`src/rtl/pbrd_pkg.sv`:
```
// ----------------------------------------------------------------------------
// PackBits row decoder package
// Shared types, register indexes and defaults of the PackBits row decoder.
// ----------------------------------------------------------------------------
package pbrd_pkg;

  localparam int PBRD_MAX_ROW_BYTES = 4096;

  localparam int ROW_BYTES_W = 13;
  localparam int CFG_DATA_W  = 13;
  localparam int CFG_IDX_W   = 1;

  localparam logic [ROW_BYTES_W-1:0] ROW_BYTES_RST = 13'd2;

  // Configuration register indexes.
  localparam logic [CFG_IDX_W-1:0] CFG_ROW_BYTES = 1'b0;
  localparam logic [CFG_IDX_W-1:0] CFG_RAW_MODE  = 1'b1;

  // Decoder phase, one-hot.
  typedef enum logic [3:0] {
    PH_CTRL = 4'b0001,
    PH_LIT  = 4'b0010,
    PH_REP  = 4'b0100,
    PH_SKIP = 4'b1000
  } phase_t;

  // One decoded result transaction.
  typedef struct packed {
    logic [7:0] data_byte;
    logic [7:0] repeat_count;
    logic       row_end;
    logic       overrun;
  } result_t;

endpackage

```
`src/rtl/pbrd_step.sv`:
```
// ----------------------------------------------------------------------------
// PackBits row decoder step
// Next-state and result logic for one accepted byte.
// ----------------------------------------------------------------------------
module pbrd_step
  import pbrd_pkg::*;
#(
  parameter int MAX_ROW_BYTES = PBRD_MAX_ROW_BYTES,
  parameter int ROW_W         = $clog2(MAX_ROW_BYTES + 1)
) (
  input  logic [7:0]             in_byte,
  input  logic                   raw_mode,
  input  logic [ROW_BYTES_W-1:0] row_bytes,
  input  phase_t                 phase,
  input  logic [7:0]             run_left,
  input  logic [ROW_W-1:0]       row_left,
  output phase_t                 phase_nxt,
  output logic [7:0]             run_left_nxt,
  output logic [ROW_W-1:0]       row_left_nxt,
  output logic                   res_valid,
  output result_t                res
);

  localparam int CW = (ROW_W > ROW_BYTES_W) ? ROW_W : ROW_BYTES_W;
  localparam int RW = (ROW_W > 8) ? ROW_W : 8;
  localparam logic [CW-1:0] MAX_C = CW'(MAX_ROW_BYTES);

  logic [CW-1:0]    len_ext;
  logic [CW-1:0]    len_sat;
  logic [ROW_W-1:0] row_eff;
  logic [ROW_W-1:0] row_dec;
  logic [7:0]       run_dec;
  logic [RW-1:0]    cnt_w;
  logic [RW-1:0]    row_w;
  logic [RW-1:0]    cnt_clip;
  logic             rep_ovr;

  // Row length as it takes effect at a row start: zero means one, and
  // anything above the maximum saturates.
  always_comb begin
    len_ext = CW'(row_bytes);
    if (len_ext == '0) begin
      len_sat = CW'(1);
    end else if (len_ext > MAX_C) begin
      len_sat = MAX_C;
    end else begin
      len_sat = len_ext;
    end
  end

  assign row_eff = (row_left == '0) ? ROW_W'(len_sat) : row_left;
  assign row_dec = row_eff - ROW_W'(1);
  assign run_dec = (run_left != 8'd0) ? (run_left - 8'd1) : 8'd0;

  // Repeat clipping against what is left of the row.
  assign cnt_w    = RW'(run_left);
  assign row_w    = RW'(row_eff);
  assign rep_ovr  = cnt_w > row_w;
  assign cnt_clip = rep_ovr ? row_w : cnt_w;

  always_comb begin
    phase_nxt        = phase;
    run_left_nxt     = run_left;
    row_left_nxt     = row_left;
    res_valid        = 1'b0;
    res.data_byte    = in_byte;
    res.repeat_count = 8'd1;
    res.row_end      = 1'b0;
    res.overrun      = 1'b0;
    if (raw_mode) begin
      phase_nxt    = PH_CTRL;
      run_left_nxt = 8'd0;
      row_left_nxt = row_dec;
      res_valid    = 1'b1;
      res.row_end  = (row_dec == '0);
    end else begin
      case (phase)
        PH_CTRL: begin
          row_left_nxt = row_eff;
          if (!in_byte[7]) begin
            run_left_nxt = in_byte + 8'd1;
            phase_nxt    = PH_LIT;
          end else if (in_byte != 8'h80) begin
            run_left_nxt = 8'(9'd257 - {1'b0, in_byte});
            phase_nxt    = PH_REP;
          end else begin
            run_left_nxt = 8'd0;
          end
        end
        PH_LIT: begin
          row_left_nxt = row_dec;
          run_left_nxt = run_dec;
          res_valid    = 1'b1;
          res.row_end  = (row_dec == '0);
          res.overrun  = (row_dec == '0) && (run_dec != 8'd0);
          if (run_dec == 8'd0) begin
            phase_nxt = PH_CTRL;
          end else if (row_dec == '0) begin
            phase_nxt = PH_SKIP;
          end
        end
        PH_REP: begin
          row_left_nxt     = ROW_W'(row_w - cnt_clip);
          run_left_nxt     = 8'd0;
          phase_nxt        = PH_CTRL;
          res_valid        = 1'b1;
          res.repeat_count = 8'(cnt_clip);
          res.row_end      = (row_w == cnt_clip);
          res.overrun      = rep_ovr;
        end
        PH_SKIP: begin
          run_left_nxt = run_dec;
          if (run_dec == 8'd0) begin
            phase_nxt = PH_CTRL;
          end
        end
        default: begin
          phase_nxt    = PH_CTRL;
          run_left_nxt = 8'd0;
        end
      endcase
    end
  end

endmodule

```
`src/rtl/packbits_row_decoder_core.sv`:
```
// ----------------------------------------------------------------------------
// PackBits row decoder core
// Decodes a PackBits byte stream into byte/count results split into rows.
// ----------------------------------------------------------------------------
//
//   Channel   Direction  Handshake          Payload
//   in_*      input      in_valid/in_stall  in_byte
//   out_*     output     out_valid/out_stall data_byte, repeat_count,
//                                            row_end, overrun
//   cfg_*     input      cfg_we             cfg_index, cfg_wdata
//
// One byte is taken per cycle while in_stall is low; its result, if it has
// one, goes to the output register, or to the skid register while the output
// is stalled. The decode state (phase, run, row counters) advances per byte.
// Reset is synchronous and active low; it clears the decode state and the
// output and skid valid flags and restores the register defaults.
// A stalled output holds its transaction; one more result is caught in a
// skid register, and only while that register is full does in_stall rise.
//
module packbits_row_decoder_core
  import pbrd_pkg::*;
#(
  parameter int MAX_ROW_BYTES = PBRD_MAX_ROW_BYTES
) (
  input  logic                   clk,
  input  logic                   rst_n,
  input  logic                   in_valid,
  output logic                   in_stall,
  input  logic [7:0]             in_byte,
  output logic                   out_valid,
  input  logic                   out_stall,
  output logic [7:0]             out_data_byte,
  output logic [7:0]             out_repeat_count,
  output logic                   out_row_end,
  output logic                   out_overrun,
  input  logic                   cfg_we,
  input  logic [CFG_IDX_W-1:0]   cfg_index,
  input  logic [CFG_DATA_W-1:0]  cfg_wdata
);

  localparam int ROW_W = $clog2(MAX_ROW_BYTES + 1);

  // Configuration registers.
  logic [ROW_BYTES_W-1:0] row_bytes_r;
  logic                   raw_mode_r;

  // Decode state.
  phase_t           phase_r;
  phase_t           phase_nxt;
  logic [7:0]       run_left_r;
  logic [7:0]       run_left_nxt;
  logic [ROW_W-1:0] row_left_r;
  logic [ROW_W-1:0] row_left_nxt;

  // Result of the byte being accepted this cycle.
  logic    res_valid;
  result_t res;

  // Output register and skid register.
  logic    out_valid_r;
  result_t out_r;
  logic    skid_valid_r;
  result_t skid_r;

  logic in_fire;
  logic out_take;

  assign in_fire  = in_valid && !skid_valid_r;
  assign out_take = out_valid_r && !out_stall;
  assign in_stall = skid_valid_r;

  // Register writes arrive only while the decoder is idle: the user must keep to this; the block does not enforce it.
  always_ff @(posedge clk) begin
    if (!rst_n) begin
      row_bytes_r <= ROW_BYTES_RST;
      raw_mode_r  <= 1'b0;
    end else if (cfg_we) begin
      case (cfg_index)
        CFG_ROW_BYTES: row_bytes_r <= cfg_wdata[ROW_BYTES_W-1:0];
        CFG_RAW_MODE:  raw_mode_r  <= cfg_wdata[0];
        default: begin
        end
      endcase
    end
  end

  pbrd_step #(
    .MAX_ROW_BYTES (MAX_ROW_BYTES),
    .ROW_W         (ROW_W)
  ) u_step (
    .in_byte      (in_byte),
    .raw_mode     (raw_mode_r),
    .row_bytes    (row_bytes_r),
    .phase        (phase_r),
    .run_left     (run_left_r),
    .row_left     (row_left_r),
    .phase_nxt    (phase_nxt),
    .run_left_nxt (run_left_nxt),
    .row_left_nxt (row_left_nxt),
    .res_valid    (res_valid),
    .res          (res)
  );

  // The decode state moves only when a byte is accepted.
  always_ff @(posedge clk) begin
    if (!rst_n) begin
      phase_r    <= PH_CTRL;
      run_left_r <= 8'd0;
      row_left_r <= '0;
    end else if (in_fire) begin
      phase_r    <= phase_nxt;
      run_left_r <= run_left_nxt;
      row_left_r <= row_left_nxt;
    end
  end

  // Output side. A waiting skid entry always moves to the output register
  // first; while it waits no byte is accepted, so ordering is kept. A new
  // result goes to the output register when that register is free or is
  // being taken, and to the skid register otherwise.
  always_ff @(posedge clk) begin
    if (!rst_n) begin
      out_valid_r  <= 1'b0;
      skid_valid_r <= 1'b0;
    end else if (skid_valid_r) begin
      if (out_take) begin
        out_valid_r  <= 1'b1;
        skid_valid_r <= 1'b0;
      end
    end else if (!out_valid_r || out_take) begin
      out_valid_r <= in_fire && res_valid;
    end else if (in_fire && res_valid) begin
      skid_valid_r <= 1'b1;
    end
  end

  always_ff @(posedge clk) begin
    if (skid_valid_r) begin
      if (out_take) begin
        out_r <= skid_r;
      end
    end else if (!out_valid_r || out_take) begin
      if (in_fire && res_valid) begin
        out_r <= res;
      end
    end else if (in_fire && res_valid) begin
      skid_r <= res;
    end
  end

  assign out_valid        = out_valid_r;
  assign out_data_byte    = out_r.data_byte;
  assign out_repeat_count = out_r.repeat_count;
  assign out_row_end      = out_r.row_end;
  assign out_overrun      = out_r.overrun;

endmodule

```
`config.mk`:
```
export PLATFORM = sky130hd
export DESIGN_NAME = packbits_row_decoder_core
export DESIGN_NICKNAME = d
export VERILOG_FILES = /design/src/rtl/pbrd_pkg.sv /design/src/rtl/pbrd_step.sv /design/src/rtl/packbits_row_decoder_core.sv
export SDC_FILE = /design/constraint.sdc
export NUM_CORES = 1
export LEC_CHECK = 0
export BUFFER_PORTS_ARGS = -buffer_cell sky130_fd_sc_hd__buf_2
export CAP_MARGIN = 25
export CORE_MARGIN = 2
export CORE_UTILIZATION = 60
export CTS_BUF_LIST = sky130_fd_sc_hd__clkbuf_2 sky130_fd_sc_hd__clkbuf_4 sky130_fd_sc_hd__clkbuf_8
export DETAILED_ROUTE_END_ITERATION = 8
export HOLD_SLACK_MARGIN = 0.06
export MAX_ROUTING_LAYER = met4
export PLACE_DENSITY = 0.8
export RECOVER_POWER = 25
export SYNTH_ARGS = -nofsm -noshare
export SYNTH_HDL_FRONTEND = slang
export SYNTH_HIERARCHICAL = 1
export SYNTH_SLANG_ARGS = --single-unit
```
`constraint.sdc`:
```
create_clock -name clk -period 8.7 [get_ports clk]
set_clock_uncertainty 0.05 [all_clocks]
set_input_delay 2.175 -clock clk [delete_from_list [all_inputs] [get_ports clk]]
set_output_delay 2.175 -clock clk [all_outputs]
set_load 0.03 [all_outputs]
```
==> results of run 1 <==
==> synth_stat cells (3+ instances only) <==
library cell	n	area (um^2)
nand2_1	110	413
nor2_1	50	188
dfxtp_1	41	821
a21oi_1	40	200
edfxtp_1	36	1080
ha_1	24	300
inv_1	24	90.1
a21boi_0	20	150
a21boi_1	19	143
mux2_2	18	203
o21ai_0	18	90.1
xnor2_1	17	149
clkbuf_1	15	56.3
buf_4	14	105
nand4_1	14	87.6
nor3_1	13	65.1
nand3_1	12	60.1
o22ai_1	10	62.6
a31oi_1	9	56.3
mux2i_1	9	90.1
nor2b_1	7	43.8
xor2_1	7	61.3
buf_2	6	30.0
nor4_1	6	37.5
o22a_1	6	52.6
or3_1	6	37.5
nand2b_1	5	31.3
a211oi_1	4	30.0
a21o_1	4	30.0
o211ai_1	4	30.0
o21a_1	4	30.0
or4_1	4	30.0
a221oi_1	3	26.3
a311oi_1	3	26.3
nand3b_1	3	22.5
o221ai_1	3	26.3
or2_2	3	18.8
==> registers in the layout (all words and copies together), names as in the netlist, 4 cells and up <==
name	flops
skid_r	18
row_bytes_r	13
row_left_r	13
out_data_byte	8
out_repeat_count	8
run_left_r	8
phase_r	4
==> where the power goes <==
part / internal (mW) / switching [mW]
logic: 0.255 / 0.404
clock network: 0.136 / 0.138
registers: 0.394 / 0.0241
==> logic make-up after synthesis <==
| kind of cell | Yosys count | synth area share |
|---|---|---|
| fa+ha+maj | 25 | 0.0598 |
| mux | 27 | 0.0546 |
| simple gates | 250 | 0.225 |
| flops | 77 | 0.355 |
| xor+xnor | 24 | 0.0392 |
| buf+inv | 61 | 0.0553 |
| compound gates | 166 | 0.211 |
==> worst max-delay path, stage by stage, from the launching register on <==
cell	delay, ns
dfxtp_1	0.37
or4_4	0.57
nor4_4	0.57
and3_1	0.50
a21oi_1	0.29
ha_1	0.35
nor2b_1	0.13
o21a_1	0.17
o21a_1	0.17
o211ai_1	0.17
a21oi_1	0.10
o21ai_1	0.77
mux2i_1	0.31
ha_1	0.23
fa_1	0.20
nor2b_1	0.06
o21ai_0	0.19
a21oi_1	0.10
a211oi_1	0.54
nand3_1	0.25
or3_1	0.38
o221ai_1	0.08
a22o_1	0.15
nand2_1	0.05
a21boi_1	0.12
==> area by class of cell <==
| cell class | count | area (um^2) | area share |
|---|---|---|---|
| timing repair buffer | 55 | 290 | 0.0502 |
| clock inverter | 6 | 62.6 | 0.0108 |
| tap | 108 | 135 | 0.0234 |
| sequential | 77 | 1900 | 0.329 |
| multi-input combinational | 492 | 3170 | 0.548 |
| inverter | 25 | 93.8 | 0.0162 |
| clock buffer | 10 | 131 | 0.0227 |
==> worst max path at each step <==
stage | slack (ns) | cells past startpoint | startpoint | to
detailed placement | 1.99 | 24 | row_left_r[0] | row_left_r[12]
finish | 1.75 | 24 | row_left_r[5] | row_left_r[12]
global placement | 2.13 | 24 | row_left_r[5] | row_left_r[12]
CTS | 1.95 | 24 | row_left_r[5] | row_left_r[12]
floorplan | 3.43 | 25 | row_bytes_r[5] | row_left_r[12]
global route | 1.35 | 23 | row_left_r[0] | row_left_r[12]
==> metal layers <==
metal / vias to the layer above / share of wire / track usage
met5: - / 0 / -
met4: 0 / 0.030 / 0.142
met3: 40 / 0.064 / 0.0383
met2: 239 / 0.48 / 0.527
met1: 2362 / 0.42 / 0.383
li1: 2355 / - / -
==> impl_metrics.py, run 1 <==
metrics = {
    "final_layout": {
        "final_cell_mix": "nand2_1 (110), nor2_1 (50), dfxtp_1 (41)",
        "final_util": 0.666,
        "drive_gt1_frac": 0.138,
        "layout_commonest_cell": "nand2_1",
        "final_area_mm2": 0.00578,
        "nets": 712,
        "finalNonFillerCells": 773,
        "fillers": 728,
        "antennaDiodeCount": 0,
        "area_delta_synth_final_pct": 7.89,
    },
    "floorplanning": {
        "chipHeight_um": 98.5,
        "start_util": 0.618,
        "rows": 34,
        "coreArea_mm2": 0.00868,
        "ioPinCount": 47,
        "dieWidth_um": 98.5,
        "dieArea_mm2": 0.00971,
    },
    "timing": {
        "period_share": 0.799,
        "grt_setup_unrepaired": "no",
        "maxSlewHeadroom": -0.0316,
        "timing.fmax_mhz": 144,
        "fin_tns_setup_ns": 0,
        "post-route-min-period_ns": 6.95,
        "finalSetupViolCount": 0,
        "hold_viol": 0,
        "slew_viol_final": 42,
        "hold_slack_ns": 0.460,
        "layout_setup_ws_ns": 1.75,
        "worst_pin_slew_ns": 1.55,
    },
    "clock_tree": {
        "holdBufCountCts": 0,
        "cts.repair.resized": 0,
        "clk_latency_ns": 0.35,
        "cts_made_buffers": 9,
        "cts_sinks": 77,
        "cts-root-buf": "clkbuf_8",
        "clk_path_buf_depth": 2,
        "clk_pin_slew_ns": 0.09,
        "postCtsSetupBuffers": 0,
        "htree_levels": 3,
        "cts_tree": "built",
    },
    "global_routing": {
        "gr-usage-all-layers": 0.315,
        "antenna_found_initial": 0,
        "grt_overflow": 0,
        "grt_pass1_wl_um": 23700,
        "grt_pass1_vias": 4713,
        "grt_max_degree": 42,
    },
    "detailed_routing": {
        "first_pass_iters": 5,
        "detail-route-antenna-nets": 0,
        "drt_wl_total_um": 14800,
        "drc_errors": 0,
        "wl_per_cell_um": 19.1,
        "num_vias": 4996,
        "drtIter0Drc": 351,
        "avgViaCountPerCell": 6.46,
    },
    "place": {
        "dp_cells": 756,
        "portBuffers": 46,
        "placed_area_mm2": 0.00559,
        "dp_hpwl_um": 11000,
        "dpl_worst_slack_ns": 1.99,
        "gp_congestion": 0.974,
    },
    "synthesis": {
        "synth_warnings": 6,
        "syn_nets": 682,
        "synth_edf_count": 36,
        "syn_inst": 630,
        "yosysSeqAreaShare": 0.355,
        "netlist-cell-type-count": 68,
        "avgSynthCellArea_um2": 8.51,
        "yosys_most_used_dff": "dfxtp_1",
        "syn-cell-area_mm2": 0.00536,
        "async_flop_share": 0,
        "ys_ff_latch": 77,
    },
    "worst_setup_path": {
        "r2r-start": "row_left_r[5]",
        "required_ns": 8.93,
        "path_max_fanout": 11,
        "critPathLaunchType": "flip-flop",
        "crit_arrival_ns": 7.18,
        "path_class": "reg -> reg",
        "critPathCaptureType": "flip-flop",
        "worstReg2RegEnd": "row_left_r[12]",
        "rrSetupSlack_ns": 1.75,
        "r2r_cells": 24,
    },
    "flow_run": {
        "cap_violations": 1,
    },
    "power_and_ir_drop": {
        "ir_drop_v": 0.000125,
        "powerDensity_mw_per_mm2": 234,
        "p_leak_nw": 2.26,
        "power_mw": 1.35,
    },
    "outcome": {
        "status": "complete, but fails checks",
        "violations": "capacitance limit, slew limit",
    },
    "min_path": {
        "min_from": "row_bytes_r[4]",
        "hold_path_class": "reg -> reg",
        "whs_endpoint": "row_bytes_r[4]",
        "hold_depth": 2,
    },
}
No activity file was read; power rests on OpenSTA's default activity.
==> inputs of run 2 (changes only) <==
- CORE_UTILIZATION: 60 -> 56
- PLACE_DENSITY: 0.8 -> 0.79
- clock period: 8.7 -> 5.7 ns (I/O delays scaled with it)
==> impl_metrics.py, run 2 (synthesized netlist as in run 1, its figures left out) <==
metrics = {
    "worst_setup_path": {
        "rrSetupSlack_ns": 0.19,
        "critPathCaptureType": "flip-flop",
        "crit_buf_inv": 1,
        "required_ns": 5.95,
        "path_max_fanout": 9,
        "cpLargestDelayFamily": "compound AO/OA/AOI/OAI gates",
        "worstReg2RegEnd": "row_left_r[12]",
        "critPathLaunchType": "flip-flop",
        "critPathMaxStageDelay_ns": 0.58,
        "r2r_cells": 24,
        "cp_slowest_cell": "or4_4",
        "path_class": "reg -> reg",
        "r2r-start": "row_bytes_r[5]",
        "path_cells": "or4_4 -> o41ai_4 -> and3_4 -> a21oi_1 -> ha_1 -> nor2b_1 -> o21a_1 -> o21a_1 -> o211ai_1 -> a21oi_1 -> o21ai_2 -> buf_12 -> mux2i_1 -> ha_1 -> nor2b_1 -> o21ai_1 -> a21oi_2 -> a211oi_2 -> nand3_1 -> or3_1 -> o221ai_1 -> a22o_1 -> nand2_1 -> a21boi_1",
        "crit_arrival_ns": 5.76,
    },
    "floorplanning": {
        "dieArea_mm2": 0.0104,
        "chipHeight_um": 102,
        "coreArea_mm2": 0.00928,
        "dieWidth_um": 102,
        "rows": 35,
        "start_util": 0.577,
        "ioPinCount": 47,
    },
    "global_routing": {
        "use_met2": 0.530,
        "antenna_found_initial": 0,
        "grt_busiest_layer": "met2",
        "grt_pass1_vias": 4690,
        "gr-usage-all-layers": 0.328,
        "grt_pass1_wl_um": 25300,
        "use_met3": 0.0499,
        "gr-usage-met1": 0.430,
        "grt_max_degree": 42,
        "grt_overflow": 0,
    },
    "power_and_ir_drop": {
        "p_leak_nw": 2.38,
        "powerDensity_mw_per_mm2": 365,
        "p_comb_frac": 0.526,
        "sw_frac_of_total": 0.420,
        "p_sw_uw": 928,
        "power_mw": 2.21,
        "p_int_mw": 1.28,
        "ir_drop_v": 0.000167,
        "p_seq_frac": 0.283,
        "power.share.clock": 0.190,
    },
    "clock_tree": {
        "clk_latency_ns": 0.36,
        "clk_pin_slew_ns": 0.09,
        "holdBufCountCts": 0,
        "cts_sinks": 77,
        "cts_made_buffers": 9,
        "cts_tree": "built",
        "clk_path_buf_depth": 2,
        "cts-root-buf": "clkbuf_8",
        "htree_levels": 3,
    },
    "min_path": {
        "min_from": "row_bytes_r[1]",
        "whs_endpoint": "row_bytes_r[1]",
        "hold_path_class": "reg -> reg",
        "hold_depth": 2,
    },
    "final_layout": {
        "final_area_mm2": 0.00606,
        "largest_reg_flops": 18,
        "layout_commonest_cell": "nand2_1",
        "fillers": 836,
        "antennaDiodeCount": 0,
        "regMostFlops": "skid_r",
        "drive_gt1_frac": 0.182,
        "area_delta_synth_final_pct": 13.0,
        "final_util": 0.653,
        "final_cell_mix": "nand2_1 (110), nor2_1 (50), dfxtp_1 (41)",
        "nets": 735,
        "top_regs": "skid_r (18), row_bytes_r (13), row_left_r (13)",
    },
    "outcome": {
        "status": "complete, but fails checks",
        "violations": "capacitance limit, slew limit",
    },
    "detailed_routing": {
        "drt_wl_total_um": 16100,
        "avgViaCountPerCell": 6.27,
        "detail-route-antenna-nets": 0,
        "num_vias": 5121,
        "wl_per_cell_um": 19.7,
        "drc_errors": 0,
        "drtIter0Drc": 417,
        "first_pass_iters": 7,
    },
    "timing": {
        "hold_viol": 0,
        "slew_viol_final": 42,
        "post-route-min-period_ns": 5.51,
        "maxSlewHeadroom": -0.113,
        "layout_setup_ws_ns": 0.187,
        "finalSetupViolCount": 0,
        "timing.fmax_mhz": 181,
        "worst_pin_slew_ns": 1.67,
        "period_share": 0.967,
    },
    "place": {
        "portBuffers": 46,
        "gp_congestion": 0.998,
        "dpl_worst_slack_ns": -0.0285,
        "placed_area_mm2": 0.00581,
        "dp_hpwl_um": 11900,
    },
    "flow_run": {
        "cap_violations": 1,
    },
}
run 2: area by class of cell:
cell class / instances / area [um^2] / share of cell area
clock buffers: 9 / 124 / 0.0204
clock inverters: 7 / 73.8 / 0.0122
inverters: 25 / 93.8 / 0.0155
multi-input cells: 492 / 3230 / 0.534
flip-flops and latches: 77 / 1900 / 0.314
well taps: 129 / 161 / 0.0266
repair buffers: 78 / 470 / 0.0777
run 2: worst max path at each step:
stage / start / endpoint / slack, ns / cells after the start
2_1_floorplan: row_bytes_r[5] / row_left_r[12] / 0.43 / 25
3_3_place_gp: row_bytes_r[5] / row_left_r[8] / 0.07 / 26
3_5_place_dp: row_bytes_r[5] / row_left_r[8] / -0.03 / 26
4_1_cts: row_bytes_r[5] / row_left_r[12] / 0.05 / 25
5_1_grt: row_bytes_r[5] / row_left_r[12] / -0.04 / 24
6_report: row_bytes_r[5] / row_left_r[12] / 0.19 / 24
run 2: tightest hold or removal path, delay by kind of cell, from the launching register on:
family | cells | cell delay (ns)
simple gates | 2 | 0.13
flops | 1 | 0.34
run 2: power groups by stage:
stage	Sequential, mW	Combinational (mW)	Clock, mW
4_1_cts	0.626	1.09	0.430
5_1_grt	0.630	1.25	0.450
6_report	0.627	1.16	0.421
3_5_place_dp	0.638	1.07	0
3_3_place_gp	0.637	1.07	0
2_1_floorplan	0.643	0.767	0
run 2: stage by stage:
stage	hold WS, ns	instances	setup TNS, ns
after floorplan	0.384	630	0
after global placement	0.436	801	0
after detailed placement	0.450	801	-0.0285
after CTS	0.460	817	0
after global routing	0.497	817	-0.0351
final	0.464	817	0
run 2: routing by layer:
| layer | vias up | routed length [um] |
|---|---|---|
| li1 | 2402 | - |
| met1 | 2418 | 6930 |
| met2 | 272 | 7490 |
| met3 | 29 | 1330 |
| met4 | 0 | 307 |
| met5 | - | 0 |
run 2: timing repair:
action | CTS | global route
pin swaps | 0 | 1
resized for setup | 3 | 14
setup buffers | 0 | 0
setup endpoints to repair | 1 | 7
==> inputs of run 3 (changes only) <==
- CORE_UTILIZATION: 56 -> 60
- CTS_CLUSTER_SIZE: unset -> 25
- PLACE_DENSITY: 0.79 -> 0.8
- clock period: 5.7 -> 6.99 ns (I/O delays scaled with it)
==> impl_metrics.py, run 3 (synthesized netlist as in run 1, its figures left out) <==
metrics = {
    "floorplanning": {
        "start_util": 0.618,
        "rows": 34,
        "dieWidth_um": 98.5,
        "chipHeight_um": 98.5,
        "coreArea_mm2": 0.00868,
        "ioPinCount": 47,
        "dieArea_mm2": 0.00971,
    },
    "worst_setup_path": {
        "r2r-start": "row_left_r[0]",
        "critPathLaunchType": "flip-flop",
        "r2r_cells": 26,
        "critPathCaptureType": "flip-flop",
        "cp_slowest_cell": "or4_1",
        "required_ns": 7.23,
        "rrSetupSlack_ns": 0.61,
        "worstReg2RegEnd": "row_left_r[12]",
        "crit_arrival_ns": 6.62,
        "path_class": "reg -> reg",
        "critPathMaxStageDelay_ns": 0.63,
        "path_max_fanout": 11,
        "cpMostUsedCell": "a21oi_1",
    },
    "global_routing": {
        "gr-usage-met1": 0.373,
        "grt_pass1_wl_um": 23700,
        "grt_max_degree": 42,
        "use_met2": 0.528,
        "use_met3": 0.0525,
        "grt_busiest_layer": "met2",
        "grt_pass1_vias": 4746,
        "gr-usage-all-layers": 0.312,
        "grt_overflow": 0,
        "antenna_found_initial": 0,
    },
    "outcome": {
        "status": "complete, but fails checks",
        "violations": "capacitance limit, slew limit",
    },
    "final_layout": {
        "regMostFlops": "skid_r",
        "antennaDiodeCount": 0,
        "layout_commonest_cell": "nand2_1",
        "drive_gt1_frac": 0.135,
        "final_area_mm2": 0.00578,
        "area_delta_synth_final_pct": 7.75,
        "largest_reg_flops": 18,
        "top_regs": "skid_r (18), row_bytes_r (13), row_left_r (13)",
        "final_cell_mix": "nand2_1 (110), nor2_1 (50), dfxtp_1 (41)",
        "nets": 713,
        "fillers": 737,
    },
    "timing": {
        "layout_setup_ws_ns": 0.609,
        "maxSlewHeadroom": -0.0218,
        "slew_viol_final": 42,
        "timing.fmax_mhz": 157,
        "fin_tns_setup_ns": 0,
        "finalSetupViolCount": 0,
        "hold_viol": 0,
        "worst_pin_slew_ns": 1.53,
        "hold_slack_ns": 0.459,
        "grt_setup_unrepaired": "no",
        "period_share": 0.913,
        "post-route-min-period_ns": 6.38,
    },
    "detailed_routing": {
        "avgViaCountPerCell": 6.36,
        "drc_errors": 0,
        "drt_wl_total_um": 14500,
        "drtIter0Drc": 274,
        "detail-route-antenna-nets": 0,
        "num_vias": 4924,
        "first_pass_iters": 5,
        "wl_per_cell_um": 18.7,
    },
    "clock_tree": {
        "postCtsSetupBuffers": 0,
        "cts_made_buffers": 9,
        "holdBufCountCts": 0,
        "cts.repair.resized": 0,
        "cts-root-buf": "clkbuf_8",
        "clk_path_buf_depth": 2,
        "cts_tree": "built",
        "cts_sinks": 77,
        "clk_pin_slew_ns": 0.08,
        "clk_latency_ns": 0.36,
        "htree_levels": 3,
    },
    "power_and_ir_drop": {
        "power_mw": 1.68,
        "ir_drop_v": 0.000151,
        "powerDensity_mw_per_mm2": 291,
        "p_leak_nw": 2.25,
    },
    "place": {
        "portBuffers": 46,
        "dpl_worst_slack_ns": 0.812,
        "placed_area_mm2": 0.00560,
        "gp_congestion": 0.943,
        "dp_hpwl_um": 10800,
    },
    "min_path": {
        "hold_path_class": "reg -> reg",
        "hold_depth": 2,
        "whs_endpoint": "row_bytes_r[11]",
        "min_from": "row_bytes_r[11]",
    },
    "flow_run": {
        "cap_violations": 1,
    },
}
[run 3: layout make-up]
cell class                      count  area, um^2  share of cell area
Clock buffer                        9         124              0.0214
Clock inverter                      7        63.8              0.0110
Inverter                           25        93.8              0.0162
Multi-Input combinational cell    492        3170               0.549
Sequential cell                    77        1900               0.329
Tap cell                          108         135              0.0234
Timing Repair Buffer               56         289              0.0500
[run 3: worst max-delay path by stage]
stage                     endpoint            from  slack, ns
global placement    row_left_r[12]   row_left_r[5]       0.96
global route        row_left_r[12]   row_left_r[0]       0.26
detailed placement  row_left_r[12]   row_left_r[0]       0.81
floorplan           row_left_r[12]  row_bytes_r[5]       1.72
finish              row_left_r[12]   row_left_r[0]       0.61
CTS                 row_left_r[12]   row_left_r[0]       0.72
[run 3: per-layer routing]
layer / wire, um / part of all wire
met1: 6120 / 0.42
met2: 6960 / 0.48
met3: 888 / 0.061
met4: 509 / 0.035
met5: 0 / 0
[run 3: report_power, final]
part / internal [mW] / total (mW) / switching [mW] / leakage, nW
clock: 0.162 / 0.331 / 0.169 / 0.0868
sequential: 0.490 / 0.519 / 0.0289 / 0.666
combinational: 0.326 / 0.830 / 0.504 / 1.49
[run 3: worst max-delay path, delay by kind of cell (launching register included)]
| family | cells | cell delay [ns] |
|---|---|---|
| DFF | 1 | 0.35 |
| AOI/OAI and AO/OA | 12 | 2.29 |
| muxes | 1 | 0.24 |
| and+or+nand+nor | 8 | 2.17 |
| adders and majority gates | 3 | 0.79 |
| buffers and inverters | 2 | 0.42 |
[run 3: stage by stage]
step | cells | util
floorplan | 630 | -
CTS | 774 | 0.667
finish | 774 | 0.666
detailed placement | 758 | 0.646
global route | 774 | 0.666
global placement | 758 | 0.646
